===== src/hw/rtl/mlp_pkg.sv =====
`default_nettype none

package mlp_pkg;

  localparam int unsigned MAX_L_DEF     = 8;
  localparam int unsigned WORD_BITS_DEF = 32;
  localparam int unsigned FIFO_DEPTH    = 4;
  localparam int unsigned IDX_W         = 8;

  localparam logic [7:0] CH_LBRACK = 8'h5B;
  localparam logic [7:0] CH_RBRACK = 8'h5D;
  localparam logic [7:0] CH_LPAREN = 8'h28;
  localparam logic [7:0] CH_RPAREN = 8'h29;
  localparam logic [7:0] CH_COMMA  = 8'h2C;
  localparam logic [7:0] CH_PLUS   = 8'h2B;
  localparam logic [7:0] CH_MINUS  = 8'h2D;
  localparam logic [7:0] CH_SPACE  = 8'h20;
  localparam logic [7:0] CH_ZERO   = 8'h30;
  localparam logic [7:0] CH_X_LO   = 8'h78;
  localparam logic [7:0] CH_X_UP   = 8'h58;

  typedef enum logic [3:0] {
    ST_OK            = 4'd0,
    ST_TRAILING      = 4'd1,
    ST_NESTED_LIST   = 4'd2,
    ST_CLOSE_OUTSIDE = 4'd3,
    ST_TUPLE_OUTSIDE = 4'd4,
    ST_NESTED_TUPLE  = 4'd5,
    ST_NO_L          = 4'd6,
    ST_PAREN_OUTSIDE = 4'd7,
    ST_COMMA_OUTSIDE = 4'd8,
    ST_NO_M          = 4'd9,
    ST_RANGE         = 4'd10,
    ST_BAD_CHAR      = 4'd11,
    ST_UNTERMINATED  = 4'd12
  } status_e;

  // one request from the parser to the output side
  typedef struct packed {
    logic             is_final;
    status_e          status;
    logic             list_closed;
    logic             set_vld;
    logic [IDX_W-1:0] set_idx;
  } entry_t;

endpackage

`default_nettype wire


===== src/hw/rtl/mlp_in_if.sv =====
`default_nettype none

interface mlp_in_if;
  logic       valid;
  logic       ready;
  logic [7:0] text_char;
  logic       end_of_text;

  modport source (output valid, output text_char, output end_of_text, input ready);
  modport sink (input valid, input text_char, input end_of_text, output ready);
endinterface

`default_nettype wire


===== src/hw/rtl/mlp_out_if.sv =====
`default_nettype none

interface mlp_out_if;
  logic        valid;
  logic        ready;
  logic [3:0]  status;
  logic        list_closed;
  logic        is_final;
  logic [31:0] mode_word;
  logic [2:0]  word_index;
  logic        last;

  modport source (output valid, output status, output list_closed, output is_final,
                  output mode_word, output word_index, output last, input ready);
  modport sink (input valid, input status, input list_closed, input is_final,
                input mode_word, input word_index, input last, output ready);
endinterface

`default_nettype wire


===== src/hw/rtl/mlp_fifo.sv =====
`default_nettype none

module mlp_fifo (
  input  wire logic            clk_i,
  input  wire logic            rst_ni,
  input  wire logic            push_i,
  input  mlp_pkg::entry_t      data_i,
  output logic                 full_o,
  input  wire logic            pop_i,
  output logic                 empty_o,
  output mlp_pkg::entry_t      data_o
);

  localparam int unsigned Depth = mlp_pkg::FIFO_DEPTH;
  localparam int unsigned PtrW  = $clog2(Depth);
  localparam int unsigned CntW  = $clog2(Depth + 1);

  mlp_pkg::entry_t mem_q [Depth];
  logic [PtrW-1:0] wr_q, rd_q;
  logic [CntW-1:0] cnt_q;

  assign full_o  = (cnt_q == CntW'(Depth));
  assign empty_o = (cnt_q == '0);
  assign data_o  = mem_q[rd_q];

  always_ff @(posedge clk_i) begin
    if (push_i) begin
      mem_q[wr_q] <= data_i;
    end
  end

  always_ff @(posedge clk_i or negedge rst_ni) begin
    if (!rst_ni) begin
      wr_q  <= '0;
      rd_q  <= '0;
      cnt_q <= '0;
    end else begin
      if (push_i) begin
        wr_q <= (wr_q == PtrW'(Depth - 1)) ? '0 : wr_q + 1'b1;
      end
      if (pop_i) begin
        rd_q <= (rd_q == PtrW'(Depth - 1)) ? '0 : rd_q + 1'b1;
      end
      if (push_i && !pop_i) begin
        cnt_q <= cnt_q + 1'b1;
      end else if (pop_i && !push_i) begin
        cnt_q <= cnt_q - 1'b1;
      end
    end
  end

endmodule

`default_nettype wire


===== src/hw/rtl/mlp_front.sv =====
`default_nettype none

module mlp_front #(
  parameter int unsigned MAX_L = mlp_pkg::MAX_L_DEF
) (
  input  wire logic        clk_i,
  input  wire logic        rst_ni,
  mlp_in_if.sink           text_i,
  input  wire logic        full_i,
  output logic             push_o,
  output mlp_pkg::entry_t  entry_o
);

  typedef enum logic [2:0] {
    PH_IDLE, PH_START, PH_SIGN, PH_ZERO, PH_HEXPEND, PH_DIGITS
  } phase_e;

  typedef enum logic [1:0] {BASE_DEC, BASE_OCT, BASE_HEX} base_e;

  typedef struct packed {
    logic [15:0]               l;
    logic                      range_err;
    logic                      set_vld;
    logic [mlp_pkg::IDX_W-1:0] idx;
  } fin_t;

  function automatic logic is_space(input logic [7:0] c);
    return c inside {[8'd9:8'd13], mlp_pkg::CH_SPACE};
  endfunction

  // {valid, value} of a hex digit
  function automatic logic [4:0] hex_digit(input logic [7:0] c);
    logic [4:0] r;
    r = '0;
    if (c inside {["0":"9"]}) begin
      r = {1'b1, 4'(c - "0")};
    end else if (c inside {["a":"f"]}) begin
      r = {1'b1, 4'(c - "a" + 8'd10)};
    end else if (c inside {["A":"F"]}) begin
      r = {1'b1, 4'(c - "A" + 8'd10)};
    end
    return r;
  endfunction

  function automatic logic [15:0] acc(input logic [15:0] v, input base_e b,
                                      input logic [3:0] d);
    logic [20:0] w;
    case (b)
      BASE_HEX: w = {1'b0, v, 4'b0};
      BASE_OCT: w = {2'b0, v, 3'b0};
      default:  w = {2'b0, v, 3'b0} + {4'b0, v, 1'b0};
    endcase
    w = w + 21'(d);
    return (w > 21'h00FFFF) ? 16'hFFFF : w[15:0];
  endfunction

  function automatic fin_t finish(input logic is_m, input logic neg,
                                  input logic [15:0] mag, input logic [15:0] lcur);
    fin_t       f;
    logic [8:0] base;
    logic [8:0] idx9;
    f = '0;
    f.l = lcur;
    if (!is_m) begin
      f.l = (neg && mag != '0) ? 16'hFFFF : mag;
    end else if (lcur > 16'(MAX_L) || mag > lcur) begin
      f.range_err = 1'b1;
    end else begin
      base = 9'(lcur[3:0]) * 9'(lcur[3:0]) + 9'(lcur[3:0]);
      idx9 = neg ? base - 9'(mag[3:0]) : base + 9'(mag[3:0]);
      f.set_vld = 1'b1;
      f.idx = idx9[mlp_pkg::IDX_W-1:0];
    end
    return f;
  endfunction

  logic               in_list_q, in_list_d;
  logic               in_tuple_q, in_tuple_d;
  logic               done_q, done_d;
  mlp_pkg::status_e   err_q, err_d;
  phase_e             phase_q, phase_d;
  logic               is_m_q, is_m_d;
  logic               neg_q, neg_d;
  base_e              base_q, base_d;
  logic [15:0]        val_q, val_d;
  logic [15:0]        l_q, l_d;

  fin_t       fin;
  logic       taken;
  logic       set_vld;
  logic [mlp_pkg::IDX_W-1:0] set_idx;
  logic [7:0] c;
  logic [4:0] hd;
  logic       dig_ok;

  assign c      = text_i.text_char;
  assign hd     = hex_digit(c);
  assign fin    = finish(is_m_q, neg_q, val_q, l_q);
  assign dig_ok = hd[4] && ((base_q == BASE_HEX) ||
                            (base_q == BASE_OCT && hd[3:0] < 4'd8) ||
                            (base_q == BASE_DEC && hd[3:0] < 4'd10));

  assign text_i.ready = !full_i;
  assign push_o       = text_i.valid && !full_i;

  always_comb begin
    in_list_d  = in_list_q;
    in_tuple_d = in_tuple_q;
    done_d     = done_q;
    err_d      = err_q;
    phase_d    = phase_q;
    is_m_d     = is_m_q;
    neg_d      = neg_q;
    base_d     = base_q;
    val_d      = val_q;
    l_d        = l_q;
    taken      = 1'b0;
    set_vld    = 1'b0;
    set_idx    = fin.idx;

    if (text_i.end_of_text) begin
      if (err_q == mlp_pkg::ST_OK) begin
        case (phase_q)
          PH_START, PH_SIGN: begin
            err_d = is_m_q ? mlp_pkg::ST_NO_M : mlp_pkg::ST_NO_L;
          end
          PH_ZERO, PH_DIGITS, PH_HEXPEND: begin
            if (fin.range_err) begin
              err_d = mlp_pkg::ST_RANGE;
            end else begin
              set_vld = fin.set_vld;
              if (phase_q == PH_HEXPEND) begin
                err_d = mlp_pkg::ST_BAD_CHAR;
              end
            end
          end
          default: ;
        endcase
        if (err_d == mlp_pkg::ST_OK && !done_q) begin
          err_d = mlp_pkg::ST_UNTERMINATED;
        end
      end
    end else if (err_q == mlp_pkg::ST_OK) begin
      case (phase_q)
        PH_START, PH_SIGN: begin
          taken = 1'b1;
          if (phase_q == PH_START && is_space(c)) begin
            phase_d = PH_START;
          end else if (phase_q == PH_START && (c == mlp_pkg::CH_PLUS ||
                                               c == mlp_pkg::CH_MINUS)) begin
            neg_d   = (c == mlp_pkg::CH_MINUS);
            phase_d = PH_SIGN;
          end else if (c == mlp_pkg::CH_ZERO) begin
            phase_d = PH_ZERO;
          end else if (c inside {["1":"9"]}) begin
            phase_d = PH_DIGITS;
            val_d   = acc(val_q, base_q, hd[3:0]);
          end else begin
            err_d   = is_m_q ? mlp_pkg::ST_NO_M : mlp_pkg::ST_NO_L;
            phase_d = PH_IDLE;
          end
        end
        PH_ZERO: begin
          if (c == mlp_pkg::CH_X_LO || c == mlp_pkg::CH_X_UP) begin
            taken   = 1'b1;
            phase_d = PH_HEXPEND;
          end else if (c inside {["0":"7"]}) begin
            taken   = 1'b1;
            base_d  = BASE_OCT;
            phase_d = PH_DIGITS;
            val_d   = acc(val_q, BASE_OCT, hd[3:0]);
          end
        end
        PH_HEXPEND: begin
          taken = 1'b1;
          if (hd[4]) begin
            base_d  = BASE_HEX;
            phase_d = PH_DIGITS;
            val_d   = acc(val_q, BASE_HEX, hd[3:0]);
          end
        end
        PH_DIGITS: begin
          if (dig_ok) begin
            taken = 1'b1;
            val_d = acc(val_q, base_q, hd[3:0]);
          end
        end
        default: ;
      endcase

      // number ended on this byte
      if (phase_q inside {PH_ZERO, PH_HEXPEND, PH_DIGITS} && phase_d == phase_q &&
          !(phase_q == PH_DIGITS && taken)) begin
        phase_d = PH_IDLE;
        l_d     = fin.l;
        if (fin.range_err) begin
          err_d = mlp_pkg::ST_RANGE;
        end else begin
          set_vld = fin.set_vld;
          if (phase_q == PH_HEXPEND) begin
            err_d = mlp_pkg::ST_BAD_CHAR;
          end
        end
      end

      if (!taken && err_d == mlp_pkg::ST_OK && !is_space(c)) begin
        if (done_q) begin
          err_d = mlp_pkg::ST_TRAILING;
        end else begin
          case (c)
            mlp_pkg::CH_LBRACK: begin
              if (in_list_q) err_d = mlp_pkg::ST_NESTED_LIST;
              else in_list_d = 1'b1;
            end
            mlp_pkg::CH_RBRACK: begin
              if (!in_list_q) begin
                err_d = mlp_pkg::ST_CLOSE_OUTSIDE;
              end else begin
                in_list_d = 1'b0;
                done_d    = 1'b1;
              end
            end
            mlp_pkg::CH_LPAREN: begin
              if (!in_list_q) begin
                err_d = mlp_pkg::ST_TUPLE_OUTSIDE;
              end else if (in_tuple_q) begin
                err_d = mlp_pkg::ST_NESTED_TUPLE;
              end else begin
                in_tuple_d = 1'b1;
                phase_d    = PH_START;
                is_m_d     = 1'b0;
                neg_d      = 1'b0;
                base_d     = BASE_DEC;
                val_d      = '0;
              end
            end
            mlp_pkg::CH_RPAREN: begin
              if (!in_tuple_q) err_d = mlp_pkg::ST_PAREN_OUTSIDE;
              else if (!in_list_q) err_d = mlp_pkg::ST_TUPLE_OUTSIDE;
              else in_tuple_d = 1'b0;
            end
            mlp_pkg::CH_COMMA: begin
              if (!in_list_q) begin
                err_d = mlp_pkg::ST_COMMA_OUTSIDE;
              end else if (in_tuple_q) begin
                phase_d = PH_START;
                is_m_d  = 1'b1;
                neg_d   = 1'b0;
                base_d  = BASE_DEC;
                val_d   = '0;
              end
            end
            default: err_d = mlp_pkg::ST_BAD_CHAR;
          endcase
        end
      end
    end
  end

  always_comb begin
    entry_o.is_final    = text_i.end_of_text;
    entry_o.status      = err_d;
    entry_o.list_closed = text_i.end_of_text ? done_q : done_d;
    entry_o.set_vld     = set_vld && (err_d == mlp_pkg::ST_OK);
    entry_o.set_idx     = set_idx;
  end

  always_ff @(posedge clk_i or negedge rst_ni) begin
    if (!rst_ni) begin
      in_list_q  <= 1'b0;
      in_tuple_q <= 1'b0;
      done_q     <= 1'b0;
      err_q      <= mlp_pkg::ST_OK;
      phase_q    <= PH_IDLE;
      is_m_q     <= 1'b0;
      neg_q      <= 1'b0;
      base_q     <= BASE_DEC;
      val_q      <= '0;
      l_q        <= 16'hFFFF;
    end else if (push_o) begin
      if (text_i.end_of_text) begin
        in_list_q  <= 1'b0;
        in_tuple_q <= 1'b0;
        done_q     <= 1'b0;
        err_q      <= mlp_pkg::ST_OK;
        phase_q    <= PH_IDLE;
        is_m_q     <= 1'b0;
        neg_q      <= 1'b0;
        base_q     <= BASE_DEC;
        val_q      <= '0;
        l_q        <= 16'hFFFF;
      end else begin
        in_list_q  <= in_list_d;
        in_tuple_q <= in_tuple_d;
        done_q     <= done_d;
        err_q      <= err_d;
        phase_q    <= phase_d;
        is_m_q     <= is_m_d;
        neg_q      <= neg_d;
        base_q     <= base_d;
        val_q      <= val_d;
        l_q        <= l_d;
      end
    end
  end

endmodule

`default_nettype wire


===== src/hw/rtl/mlp_back.sv =====
`default_nettype none

module mlp_back #(
  parameter int unsigned MAX_L     = mlp_pkg::MAX_L_DEF,
  parameter int unsigned WORD_BITS = mlp_pkg::WORD_BITS_DEF
) (
  input  wire logic        clk_i,
  input  wire logic        rst_ni,
  input  wire logic        empty_i,
  input  mlp_pkg::entry_t  head_i,
  output logic             pop_o,
  mlp_out_if.source        result_o
);

  localparam int unsigned ModeCount = (MAX_L + 1) * (MAX_L + 1);
  localparam int unsigned RawWords  = (ModeCount + WORD_BITS - 1) / WORD_BITS;
  localparam int unsigned OutWords  = (RawWords > 8) ? 8 : RawWords;
  localparam int unsigned BmpBits   = OutWords * WORD_BITS;
  localparam int unsigned CopyBits  = (WORD_BITS > 32) ? 32 : WORD_BITS;

  typedef enum logic {S_PASS, S_WORDS} state_e;

  state_e               state_q;
  logic [2:0]           k_q;
  logic [BmpBits-1:0]   bmp_q;
  logic [BmpBits-1:0]   set_mask;
  logic [WORD_BITS-1:0] wsel;
  logic                 load;
  logic                 last_word;
  logic                 emit;

  logic                 ovld_q;
  mlp_pkg::status_e     status_q;
  logic                 closed_q;
  logic                 final_q;
  logic [31:0]          word_q;
  logic [2:0]           idx_q;
  logic                 last_q;

  always_comb begin
    for (int b = 0; b < BmpBits; b++) begin
      set_mask[b] = head_i.set_vld && (int'(head_i.set_idx) == b);
    end
  end

  assign wsel      = bmp_q[int'(k_q) * WORD_BITS +: WORD_BITS];
  assign load      = !ovld_q || result_o.ready;
  assign last_word = (k_q == 3'(OutWords - 1));
  assign pop_o     = (state_q == S_PASS) && !empty_i && load;
  // a new result enters the output register this cycle
  assign emit      = (state_q == S_PASS) ?
                     (pop_o && !(head_i.is_final && head_i.status == mlp_pkg::ST_OK)) :
                     load;

  assign result_o.valid       = ovld_q;
  assign result_o.status      = status_q;
  assign result_o.list_closed = closed_q;
  assign result_o.is_final    = final_q;
  assign result_o.mode_word   = word_q;
  assign result_o.word_index  = idx_q;
  assign result_o.last        = last_q;

  always_ff @(posedge clk_i or negedge rst_ni) begin
    if (!rst_ni) begin
      state_q  <= S_PASS;
      k_q      <= '0;
      bmp_q    <= '0;
      ovld_q   <= 1'b0;
      status_q <= mlp_pkg::ST_OK;
      closed_q <= 1'b0;
      final_q  <= 1'b0;
      word_q   <= '0;
      idx_q    <= '0;
      last_q   <= 1'b0;
    end else begin
      if (emit) begin
        ovld_q <= 1'b1;
      end else if (result_o.ready) begin
        ovld_q <= 1'b0;
      end
      case (state_q)
        S_PASS: begin
          if (pop_o) begin
            if (head_i.is_final && head_i.status == mlp_pkg::ST_OK) begin
              // bitmap goes out word by word from the S_WORDS state
              bmp_q   <= bmp_q | set_mask;
              k_q     <= '0;
              state_q <= S_WORDS;
            end else begin
              bmp_q    <= head_i.is_final ? '0 : (bmp_q | set_mask);
              status_q <= head_i.status;
              closed_q <= head_i.list_closed;
              final_q  <= head_i.is_final;
              word_q   <= '0;
              idx_q    <= '0;
              last_q   <= 1'b1;
            end
          end
        end
        S_WORDS: begin
          if (load) begin
            status_q <= mlp_pkg::ST_OK;
            closed_q <= 1'b1;
            final_q  <= 1'b1;
            word_q   <= 32'(wsel[CopyBits-1:0]);
            idx_q    <= k_q;
            last_q   <= last_word;
            if (last_word) begin
              bmp_q   <= '0;
              state_q <= S_PASS;
            end else begin
              k_q <= k_q + 1'b1;
            end
          end
        end
        default: state_q <= S_PASS;
      endcase
    end
  end

endmodule

`default_nettype wire


===== src/hw/rtl/mode_list_text_parser.sv =====
// Channel   Dir  Payload                                          Per request
// text_i    in   text_char, end_of_text                           one byte or end of text
// result_o  out  status, list_closed, is_final, mode_word,        one result per byte;
//                word_index, last                                 1..8 at end of text
//
// The parser takes one byte per cycle while the queue is not full; each byte
// updates the flags and the number being read; its entry sets at most one bitmap bit.
// A 4-entry queue sits between the parser and the output register, so the input
// keeps flowing while a result waits on result_o.ready, until the queue is full.
// End of text without error sends the bitmap out word by word at the output side;
// the parser is back in its reset state on the next byte.
// Reset is asynchronous, active low; it clears flags, the queue and the bitmap.
`default_nettype none

module mode_list_text_parser #(
  parameter int unsigned MAX_L     = mlp_pkg::MAX_L_DEF,
  parameter int unsigned WORD_BITS = mlp_pkg::WORD_BITS_DEF
) (
  input  wire logic   clk_i,
  input  wire logic   rst_ni,
  mlp_in_if.sink      text_i,
  mlp_out_if.source   result_o
);

  logic            push;
  logic            pop;
  logic            full;
  logic            empty;
  mlp_pkg::entry_t entry_in;
  mlp_pkg::entry_t entry_out;

  mlp_front #(
    .MAX_L (MAX_L)
  ) u_front (
    .clk_i   (clk_i),
    .rst_ni  (rst_ni),
    .text_i  (text_i),
    .full_i  (full),
    .push_o  (push),
    .entry_o (entry_in)
  );

  mlp_fifo u_fifo (
    .clk_i   (clk_i),
    .rst_ni  (rst_ni),
    .push_i  (push),
    .data_i  (entry_in),
    .full_o  (full),
    .pop_i   (pop),
    .empty_o (empty),
    .data_o  (entry_out)
  );

  mlp_back #(
    .MAX_L     (MAX_L),
    .WORD_BITS (WORD_BITS)
  ) u_back (
    .clk_i    (clk_i),
    .rst_ni   (rst_ni),
    .empty_i  (empty),
    .head_i   (entry_out),
    .pop_o    (pop),
    .result_o (result_o)
  );

endmodule

`default_nettype wire


===== src/flat_wrapper.sv =====
// flat-port wrapper written by rule: the top's interface ports become plain ports
module mode_list_text_parser_flat 
#(
  parameter int unsigned MAX_L     = mlp_pkg::MAX_L_DEF,
  parameter int unsigned WORD_BITS = mlp_pkg::WORD_BITS_DEF
)
  (clk_i, rst_ni, text_i_valid, text_i_text_char, text_i_end_of_text, text_i_ready, result_o_valid, result_o_status, result_o_list_closed, result_o_is_final, result_o_mode_word, result_o_word_index, result_o_last, result_o_ready);
  mlp_in_if text_i_i ();
  mlp_out_if result_o_i ();
  input  wire logic clk_i;
  input  wire logic rst_ni;
  input wire logic [$bits(text_i_i.valid)-1:0] text_i_valid;
  input wire logic [$bits(text_i_i.text_char)-1:0] text_i_text_char;
  input wire logic [$bits(text_i_i.end_of_text)-1:0] text_i_end_of_text;
  output wire logic [$bits(text_i_i.ready)-1:0] text_i_ready;
  output wire logic [$bits(result_o_i.valid)-1:0] result_o_valid;
  output wire logic [$bits(result_o_i.status)-1:0] result_o_status;
  output wire logic [$bits(result_o_i.list_closed)-1:0] result_o_list_closed;
  output wire logic [$bits(result_o_i.is_final)-1:0] result_o_is_final;
  output wire logic [$bits(result_o_i.mode_word)-1:0] result_o_mode_word;
  output wire logic [$bits(result_o_i.word_index)-1:0] result_o_word_index;
  output wire logic [$bits(result_o_i.last)-1:0] result_o_last;
  input wire logic [$bits(result_o_i.ready)-1:0] result_o_ready;
  assign text_i_i.valid = text_i_valid;
  assign text_i_i.text_char = text_i_text_char;
  assign text_i_i.end_of_text = text_i_end_of_text;
  assign text_i_ready = text_i_i.ready;
  assign result_o_valid = result_o_i.valid;
  assign result_o_status = result_o_i.status;
  assign result_o_list_closed = result_o_i.list_closed;
  assign result_o_is_final = result_o_i.is_final;
  assign result_o_mode_word = result_o_i.mode_word;
  assign result_o_word_index = result_o_i.word_index;
  assign result_o_last = result_o_i.last;
  assign result_o_i.ready = result_o_ready;
  mode_list_text_parser #(.MAX_L(MAX_L), .WORD_BITS(WORD_BITS)) u_core (.clk_i(clk_i), .rst_ni(rst_ni), .text_i(text_i_i), .result_o(result_o_i));
endmodule

===== config.mk =====
export PLATFORM = sky130hd
export DESIGN_NAME = mode_list_text_parser_flat
export DESIGN_NICKNAME = d
export VERILOG_FILES = /design/src/hw/rtl/mlp_pkg.sv /design/src/hw/rtl/mlp_in_if.sv /design/src/hw/rtl/mlp_out_if.sv /design/src/hw/rtl/mlp_fifo.sv /design/src/hw/rtl/mlp_front.sv /design/src/hw/rtl/mlp_back.sv /design/src/hw/rtl/mode_list_text_parser.sv /design/src/flat_wrapper.sv
export SDC_FILE = /design/constraint.sdc
export NUM_CORES = 1
export LEC_CHECK = 0
export ABC_AREA = 1
export BUFFER_PORTS_ARGS = -buffer_cell sky130_fd_sc_hd__buf_2
export CORE_ASPECT_RATIO = 0.6
export CORE_MARGIN = 2
export CORE_UTILIZATION = 55
export DETAILED_ROUTE_END_ITERATION = 10
export GPL_TIMING_DRIVEN = 0
export PLACE_DENSITY = 0.72
export SKIP_LAST_GASP = 1
export SLEW_MARGIN = 20
export SYNTH_ARGS = -nofsm -noshare
export SYNTH_HDL_FRONTEND = slang
export SYNTH_SLANG_ARGS = --single-unit

===== constraint.sdc =====
create_clock -name clk_i -period 8.52 [get_ports clk_i]
set_input_delay 1.704 -clock clk_i [delete_from_list [all_inputs] [get_ports clk_i]]
set_output_delay 1.704 -clock clk_i [all_outputs]
set_load 0.03 [all_outputs]

==> results.tsv <==
stage	metric	value	unit
logic_synthesis	Synth Area in Simple Gates	0.241	
placed_design	Post-DP HPWL	41.2	mm
clock_tree	H-tree levels	1	
die	Core Footprint	0.0300	sq mm
die	die area	0.0319	sq mm
routing	post-route ant nets	0	
logic_synthesis	post-synthesis sequential area ratio	0.401	
worst_setup_path	Crit path largest cell delay	650	ps
flow_run	Max-Cap Viols	0	
routing	DR vias/cell	5.76	
clock_tree	hold_buf cts	0	
global_route	layer with the highest usage	met1	
pwr	clock network power share	0.195	
routing	DRC	0	
cells_and_area	NumNets Final	2462	
logic_synthesis	dominant synthesized flop cell	dfrtp_1	
timing	FMAX	174	MHz
clock_tree	CTS root buf	clkbuf_16	
die	I/O pin count	57	
timing	clock skew	13.0	ps
hold_path	worst hold start	u_core.u_back.result_o.mode_word[16]	
worst_setup_path	Critical Path End Type	flip-flop	
worst_setup_path	reg2reg start	u_core.u_front.val_q[1]	
global_route	met2 Track Usage GR	0.411	
placed_design	DP Cell Count	2754	
pwr	switching share of power	0.454	
cells_and_area	Area Growth Syn to Fin	9.42	%
routing	Post-Route WL	53.5	mm
hold_path	hold endpoint	u_core.u_back.result_o.mode_word[16]	
global_route	grt total ovfl	0	
timing	WHS	481	ps
logic_synthesis	post-synthesis cell count	2288	
worst_setup_path	Slowest-stage cell, CP	nor2_1	
cells_and_area	layout cells sized above 1	0.0751	
logic_synthesis	Synth Area in XOR/XNOR	0.0193	
timing	worst slew pin tran	953	ps
timing	fin crit period	5760	ps
logic_synthesis	Synth async-reset ratio	0.766	
timing	fin. max-slew vios	0	
global_route	first-pass GRT wire length	83.5	mm
placed_design	port bufs	54	
clock_tree	CTS Buf Count	23	
routing	per-cell routed wire length	19.2	microns
worst_setup_path	Worst Path Required	8930	ps
clock_tree	clk_lat worst skew	520	ps
timing	Sum Neg Setup Slack	0	ps
die	# rows	49	
logic_synthesis	Synth Area in Compound Gates	0.170	
clock_tree	Worst-path clk slew	70	ps
global_route	largest net degree at the start of global routing	89	
logic_synthesis	syn avg cell area	7.32	sq um
routing	first-pass iteration count of the detailed router	6	
timing	RSZ-0062 raised after global routing	false	
pwr	pwr/cell area	278	mW/mm^2
timing	Setup-failing EPs final	0	
timing	slew margin rel.	0.364	
clock_tree	CTS resizes	0	
hold_path	HP Class	reg -> reg	
global_route	GRT Util Overall	0.335	
cells_and_area	n_diodes	0	
routing	initial DRC count	2089	
clock_tree	clock tree buffer depth	3	
timing	final worst path period share	0.676	
die	Die H	139	microns
clock_tree	CTS sink count	256	
routing	detailed-route via count	16100	
logic_synthesis	EDFF count, synth	60	
placed_design	GPL Wtd Cong	1.01	
timing	Final Hold Vio Count	0	
global_route	met3 usage	0.135	
logic_synthesis	syn_nets	2379	
pwr	Net Sw Power	2.31	mW
pwr	maximum VDD drop	0.000192	V
clock_tree	setup bufs post-CTS	0	
cells_and_area	non-filler cells, final	2793	
logic_synthesis	yosys warns	0	
logic_synthesis	main combinational cell family by area after synthesis	simple AND/OR/NAND/NOR gates	
die	DIE WIDTH	229	microns
worst_setup_path	crit path max fanout	8	
pwr	Flop pwr share	0.339	
worst_setup_path	FF-to-FF setup slack	3850	ps
global_route	vias in the first global route	14699	
worst_setup_path	Reg2Reg Depth	22	
cells_and_area	Final Core Density	0.612	
logic_synthesis	synth unique cells	62	
pwr	Internal Power	2.78	mW
run_status	status	complete, no violations	
logic_synthesis	mapped cell area	0.0168	sq mm
hold_path	Worst Hold Path Cells	2	
worst_setup_path	CP startpoint kind	primary input	
clock_tree	CTS tree	built	
worst_setup_path	CP Cell Sequence	buf_2 -> inv_1 -> ha_1 -> nor2_1 -> o21bai_4 -> nand2_4 -> nand2_2 -> nand2_2 -> nand2_2 -> inv_1 -> ha_1 -> nand3_1 -> nor3_1 -> nand4_1 -> a21oi_1 -> nand2_1 -> nor2_1 -> nand3_1 -> a21oi_1 -> o21ai_0 -> nor2_1 -> nand2_1 -> nand4_1 -> nand2_1	
global_route	antenna violations before repair	0	
pwr	Combinational Power Share	0.467	
worst_setup_path	critical path class	in -> reg	
global_route	met1 track demand over resource	0.544	
die	Starting Density	0.559	
worst_setup_path	CP arrival	6160	ps
pwr	Pleak	9.17	nW
logic_synthesis	Synth Register Bits	256	
worst_setup_path	Reg-to-Reg End	u_core.u_front.val_q[6]	
logic_synthesis	Synth Area in Adders	0.0605	
logic_synthesis	mux cell area share after synthesis	0.00127	
-- flip-flops by register name, indices dropped and copies added, names as in the netlist, 2 cells and up --
name / cells
u_core.u_front.err_q: 4
u_core.u_front.l_q: 16
u_core.u_back.bmp_q: 96
u_core.u_back.k_q: 3
u_core.u_fifo.wr_q: 2
u_core.u_back.result_o.word_index: 3
u_core.u_front.val_q: 16
u_core.u_fifo.mem_q: 60
u_core.u_front.base_q: 2
u_core.u_back.result_o.mode_word: 32
u_core.u_fifo.rd_q: 2
u_core.u_back.result_o.status: 4
u_core.u_front.phase_q: 3
u_core.u_fifo.cnt_q: 3
-- final cells by class --
type	instances	area, sq um
buffer	98	424
clock buffer	33	664
clock inverter	6	32.5
fill	2731	11600
inverter	361	1360
multi-input combinational	1573	8260
sequential	256	6730
tap	408	510
timing repair buffer	58	362
-- Yosys cell counts (6+ instances only) --
master	count	area [sq um]
a32oi_1	7	61.3
o21bai_1	6	45.0
nor4_1	6	37.5
xor2_1	26	228
o21ai_0	304	1520
o211ai_1	6	45.0
o221ai_1	11	96.3
dfstp_2	16	420
nand4_1	41	257
ha_1	73	913
o21a_1	6	45.0
a21oi_1	128	641
o21ai_1	7	35.0
inv_1	348	1310
o22ai_1	16	100
dfrtp_1	180	4500
edfxtp_1	60	1800
buf_2	14	70.1
clkbuf_1	76	285
nor2_1	180	676
clkinv_1	8	30.0
nand2_1	526	1970
nand2_2	10	62.6
nor3_1	36	180
nor2_4	7	78.8
nand3_1	103	515
xnor2_1	11	96.3
o31ai_1	8	60.1
-- critical path: cells and delay by family --
kind	cells	cell delay, ps
AND/OR/NAND/NOR	15	2890
AO/OA/AOI/OAI	4	670
buffers and inverters	3	420
adder cells (fa/ha/maj)	2	490
-- per-layer routing --
layer	vias to the layer above	wire, microns
met1	7540	25800
met4	0	732
met5	-	0
li1	7641	-
met2	857	19000
met3	62	7990
-- cells in the final DEF, fill, tap and decap left out, drive strengths merged, types with 7 or more instances in the layout --
master    n
nand3   109
o221ai   11
dfstp    16
a32oi     7
ha       73
dfrtp   180
xor2     26
o21bai    7
nor2    190
clkbuf  109
xnor2    11
inv     353
a21oi   129
clkinv   14
nand4    42
o22ai    16
o31ai     8
edfxtp   60
nor3     37
o21ai   314
buf      80
nand2   541
-- power groups by stage --
stage	clock, mW	combinational, mW	sequential (mW)
finish	0.992	2.38	1.73
global route	1.06	2.64	1.75
CTS	1.00	2.33	1.72
detailed placement	0	2.30	1.74
global placement	0	2.23	1.74
floorplan	0	1.42	1.89
-- stage by stage --
step           area [sq um]  setup WS [ps]  power (mW)
2_1_floorplan         16800           3750        3.31
3_3_place_gp          17500           2380        3.97
3_5_place_dp          17600           2410        4.05
4_1_cts               18300           2950        5.05
5_1_grt               18300           2380        5.46
6_report              18300           2760        5.10
-- logic make-up after synthesis --
logic type,after synthesis
buf+inv,459
xor+xnor,37
flops,256
mux,2
compound gates,521
simple gates,935
fa+ha+maj,78
-- worst max path at each step --
stage / startpoint / end / slack, ps / cells after the start
2_1_floorplan: text_i_text_char[0] / u_core.u_front.val_q[9] / 3750 / 26
3_3_place_gp: rst_ni / u_core.u_back.bmp_q[8] / 2380 / 1
3_5_place_dp: text_i_text_char[0] / u_core.u_front.val_q[13] / 2410 / 24
4_1_cts: text_i_text_char[0] / u_core.u_front.val_q[13] / 2950 / 24
5_1_grt: text_i_text_char[0] / u_core.u_front.val_q[13] / 2380 / 24
6_report: text_i_text_char[0] / u_core.u_front.val_q[7] / 2760 / 24
No activity file was read; power rests on OpenSTA's default activity.
